### src/mvsm_pkg.sv
// Shared constants and types for the multi-voice sample mixer
`default_nettype none
package mvsm_pkg;
  localparam int Voices = 16;
  localparam int VoiceBits = 4;
  localparam int MemAddrBits = 16;
  localparam int MemWords = 1 << MemAddrBits;

  localparam logic [2:0] ModeWrite = 3'd0;
  localparam logic [2:0] ModeStart = 3'd1;
  localparam logic [2:0] ModePause = 3'd2;
  localparam logic [2:0] ModeStop  = 3'd3;
  localparam logic [2:0] ModeTick  = 3'd4;

  typedef struct packed {
    logic [2:0]  mode;
    logic [15:0] address;
    logic [15:0] sample_value;
    logic [15:0] voice_length;
    logic [15:0] gain_ch0;
    logic [15:0] gain_ch1;
  } item_t;

  // Controller to datapath
  typedef struct packed {
    logic           load;      // capture input item, run the modes that need no voice sweep
    logic           acc_clr;   // clear accumulators
    logic           rd_issue;  // issue memory read for current voice/channel
    logic           mac;       // accumulate the previous read
    logic [VoiceBits-1:0] rd_voice;
    logic           rd_ch;
    logic [VoiceBits-1:0] mac_voice;
    logic           mac_ch;
    logic           finish;    // advance voices, form the result
  } cmd_t;

  // Datapath to controller
  typedef struct packed {
    logic is_tick_play;
  } sts_t;
endpackage
`default_nettype wire

### src/mvsm_ctrl.sv
// Sequencer for the handshake and the per-voice multiply-accumulate sweep
`default_nettype none
module mvsm_ctrl (
  input  wire             clk_i,
  input  wire             rst_ni,
  input  wire             in_valid_i,
  output logic            in_ready_o,
  output logic            out_valid_o,
  input  wire             out_ready_i,
  input  mvsm_pkg::sts_t  sts_i,
  output mvsm_pkg::cmd_t  cmd_o
);
  import mvsm_pkg::*;

  localparam logic [1:0] StIdle = 2'd0;
  localparam logic [1:0] StRun  = 2'd1;
  localparam logic [1:0] StLast = 2'd2;

  logic [1:0] state_q, state_d;
  logic [VoiceBits:0] idx_q, idx_d;
  logic valid_q, valid_d;
  logic mac_q;
  logic [VoiceBits:0] mac_idx_q;
  logic accept;

  assign in_ready_o = (state_q == StIdle) && (!valid_q || out_ready_i);
  assign accept = in_valid_i && in_ready_o;
  assign out_valid_o = valid_q;

  always_comb begin
    state_d = state_q;
    idx_d = idx_q;
    valid_d = valid_q && !out_ready_i;
    cmd_o = '0;
    cmd_o.rd_voice = idx_q[VoiceBits:1];
    cmd_o.rd_ch = idx_q[0];
    cmd_o.mac_voice = mac_idx_q[VoiceBits:1];
    cmd_o.mac_ch = mac_idx_q[0];
    cmd_o.mac = mac_q;
    case (state_q)
      StIdle: begin
        if (accept) begin
          cmd_o.load = 1'b1;
          if (sts_i.is_tick_play) begin
            cmd_o.acc_clr = 1'b1;
            idx_d = '0;
            state_d = StRun;
          end else begin
            valid_d = 1'b1;
          end
        end
      end
      StRun: begin
        cmd_o.rd_issue = 1'b1;
        idx_d = idx_q + 1'b1;
        if (idx_q == (VoiceBits+1)'(2 * Voices - 1)) state_d = StLast;
      end
      StLast: begin
        if (!mac_q) begin
          cmd_o.finish = 1'b1;
          valid_d = 1'b1;
          state_d = StIdle;
        end
      end
      default: state_d = StIdle;
    endcase
  end

  always_ff @(posedge clk_i or negedge rst_ni) begin
    if (!rst_ni) begin
      state_q <= StIdle;
      idx_q <= '0;
      valid_q <= 1'b0;
      mac_q <= 1'b0;
      mac_idx_q <= '0;
    end else begin
      state_q <= state_d;
      idx_q <= idx_d;
      valid_q <= valid_d;
      mac_q <= cmd_o.rd_issue;
      mac_idx_q <= idx_q;
    end
  end
endmodule
`default_nettype wire

### config.mk
export PLATFORM = sky130hd
export DESIGN_NAME = mvsm_ctrl
export DESIGN_NICKNAME = d
export VERILOG_FILES = /design/src/mvsm_pkg.sv /design/src/mvsm_ctrl.sv
export SDC_FILE = /design/constraint.sdc
export NUM_CORES = 1
export LEC_CHECK = 0
export BUFFER_PORTS_ARGS = -buffer_cell sky130_fd_sc_hd__buf_2
export CORE_UTILIZATION = 50
export DETAILED_ROUTE_END_ITERATION = 10
export PLACE_DENSITY = 0.79
export SKIP_LAST_GASP = 1
export SYNTH_ARGS = -nofsm -noshare
export SYNTH_HDL_FRONTEND = slang
export SYNTH_SLANG_ARGS = --single-unit
### constraint.sdc
create_clock -name clk_i -period 3.9 [get_ports clk_i]
set_input_delay 0.78 -clock clk_i [delete_from_list [all_inputs] [get_ports clk_i]]
set_output_delay 0.78 -clock clk_i [all_outputs]
set_load 0.005 [all_outputs]
==> flow_summary_export.csv <==
group,metric,value,unit
run_status,outcome,"finished clean",
layout,layout-drive-gt1-share,41.3,%
timing,tns,0,ns
die,start_util,56.5,%
die,die_h,38.4,um
synthesis,synthCells,53,
synthesis,synth_top_family_by_area,"simple AND/OR/NAND/NOR gates",
placed_design,post-dp-hpwl,859,um
cts,hold_buffers,0,
die,ios,22,
timing,drv_slew,0,
layout,num_antenna_cells,0,
worst_setup_path,cp_slowest_cell,"nor4b_4",
die,fp.coreArea,1170,um^2
cts,cts_tree,"yes",
synthesis,synth_cell_types,27,
synthesis,async_reset_ff_share,100,%
worst_setup_path,slowest_delay,0.28,ns
placed_design,numPortBuffers,21,
synthesis,syn_nets,60,
cts,cts_resized,0,
cts,cts_buffers,3,
synthesis,synth.area.mux_share,1.70,%
cts,htreeDepth,1,
timing,rsz0062_at_grt,"false",
cts,clockBufferDepth,2,
routing,antenna_left,0,
power,power_density,673,nW/um^2
synthesis,synth_ff_type,"dfrtp_1",
layout,final_common_cell,"buf_2",
global_routing,grt_pass1_wl,1990,um
worst_setup_path,worst-path-max-fanout,4,
routing,via_per_inst,5.31,
worst_setup_path,setup.worst_path.end_class,"primary output",
synthesis,yosysSeqAreaShare,52.9,%
cts,cts-root-buf,"clkbuf_4",
timing,finalHoldViolations,0,
layout,nets,83,
synthesis,synth_top_area_cell,"dfrtp_1",
min_path,hp-class,"input pin to async pin",
worst_setup_path,critical_path_class,"input pin to primary output",
layout,fill_cells,94,
layout,synthToLayoutAreaGrowth,20.0,%
layout,final-seq-area,350,um^2
timing,slew_headroom,70.6,%
worst_setup_path,startpoint,"out_ready_i",
routing,wl_per_cell,13.6,um
layout,postLayoutCellArea,795,um^2
synthesis,syn_area,662,um^2
synthesis,avgSynthCellArea,12.5,um^2
worst_setup_path,crit_buf_inv,2,
synthesis,yosys.area.top_type_share,52.9,%
routing,drc,0,
synthesis,synthXorXnorAreaFrac,0,%
die,rows,12,
worst_setup_path,critical-path-top-delay-family,"simple AND/OR/NAND/NOR gates",
synthesis,yosys.area_share.simple,20.4,%
die,dieWidth,38.4,um
synthesis,synth_fa_ha_area_share,3.78,%
timing,fin_crit_sh,61.3,%
layout,final_cell_mix,"21 x buf_2, 14 x dfrtp_1",
worst_setup_path,start_kind,"input pin",
synthesis,synth_area_leaders,"dfrtp_1 53%, a311o_1 4.5%, ha_1 3.8%, nor4b_4 3.6%, a211o_1 2.6%",
synthesis,synth_compound_area_share,14.9,%
routing,vias,473,
placed_design,place_inst,85,
layout,multi_input_area,270,um^2
placed_design,placed_area,758,um^2
global_routing,track_usage,21.1,%
timing,max_freq,418,MHz
placed_design,gp_congestion,0.742,
synthesis,ys_ff_latch,14,
timing,fin_skew,0.000969,ns
cts,cts.sinks,14,
cts,cts_setup_buffers,0,
worst_setup_path,cp.arrival,1.61,ns
timing,fin_crit,2.39,ns
timing,worst_slew_pin_slew,0.440,ns
timing,finalSetupViolCount,0,
worst_setup_path,path_cells,"buf_2 -> and2b_4 -> nor4b_4 -> and2_1 -> buf_2",
power,peakVddDrop,409,uV
die,die_area,1470,um^2
layout,final_cells,89,
global_routing,grt_max_degree,15,
worst_setup_path,required,3.12,ns
synthesis,synth_edf_count,0,
worst_setup_path,worstReg2RegStart,"idx_q[0]$_DFFE_PN0P_",
worst_setup_path,path_common_cell,"buf_2",
synthesis,ys.warnings.count,0,
flow_run,drv_cap,0,
cts,clkTransAtPathRegs,0.08,ns
global_routing,grt_overflow,0,
global_routing,grt_pass1_vias,419,
power,cellLeakagePower,0.413,nW
routing,drt-pass1-iter-count,3,
cts,clock_latency,0.28,ns
global_routing,antenna_found_initial,0,
routing,routed_wl,1210,um
routing,drt_iter0_drc,2,
## flip-flops by register name, summed over array words and instances (netlist names)
name and flops:
idx_q 5, mac_idx_q 5, mac_q 1, out_valid_o 1, state_q 2
## power by group
group / switching [mW] / internal, mW
Sequential: 0.0571 / 0.200
Combinational: 0.0773 / 0.0970
Clock: 0.0471 / 0.0568
Total: 0.181 / 0.353
## through the flow
stage / setup slack [ns] / hold WS [ns] / utilization [%] / power (mW)
2_1_floorplan: 1.71 / 0.439 / - / 0.359
3_3_place_gp: 1.55 / 0.437 / 64.7 / 0.427
3_5_place_dp: 1.51 / 0.444 / 64.7 / 0.437
4_1_cts: 1.51 / 0.381 / 67.8 / 0.539
5_1_grt: 1.47 / 0.392 / 67.8 / 0.580
6_report: 1.51 / 0.374 / 67.8 / 0.535
## routing by layer
layer / GRT usage, % / share of wire, %
met3: 8.72 / 5.9
met4: 12.9 / 1.1
met2: 28.8 / 46
met5: 0 / 0
met1: 27.5 / 47
## cell usage after synthesis (2+ instances only)
cell type,number
a22oi_1,2
inv_1,3
ha_1,2
dfrtp_1,14
nand2_1,2
a311o_1,3
a211o_1,2
and3_1,2
buf_4,2
nor3_1,2
nor2_1,3
## final timing paths
check,to,slack [ns],cells past startpoint
hold / removal,mac_idx_q[4]$_DFF_PN0_,0.37,1
hold reg to reg,mac_idx_q[3]$_DFF_PN0_,0.46,0
max in group asynchronous,idx_q[3]$_DFFE_PN0P_,3.30,1
setup reg to reg,idx_q[4]$_DFFE_PN0P_,2.42,5
setup / recovery,cmd_o[13],1.51,5
min in group clk_i,mac_idx_q[3]$_DFF_PN0_,0.46,0
## final cells by class
cell class | instances | share of cell area [%]
repair buffers | 21 | 13.2
well taps | 14 | 2.20
inverters | 4 | 1.89
flip-flops and latches | 14 | 44.1
multi-input cells | 32 | 34.0
clock buffers | 4 | 4.57
## cells by family after synthesis
family	after synthesis
multiplexers	1
AO/OA/AOI/OAI	11
AND/OR/NAND/NOR	18
adder cells (fa/ha/maj)	2
flip-flops	14
buffers and inverters	7
Power figures use the tool's default switching activity.
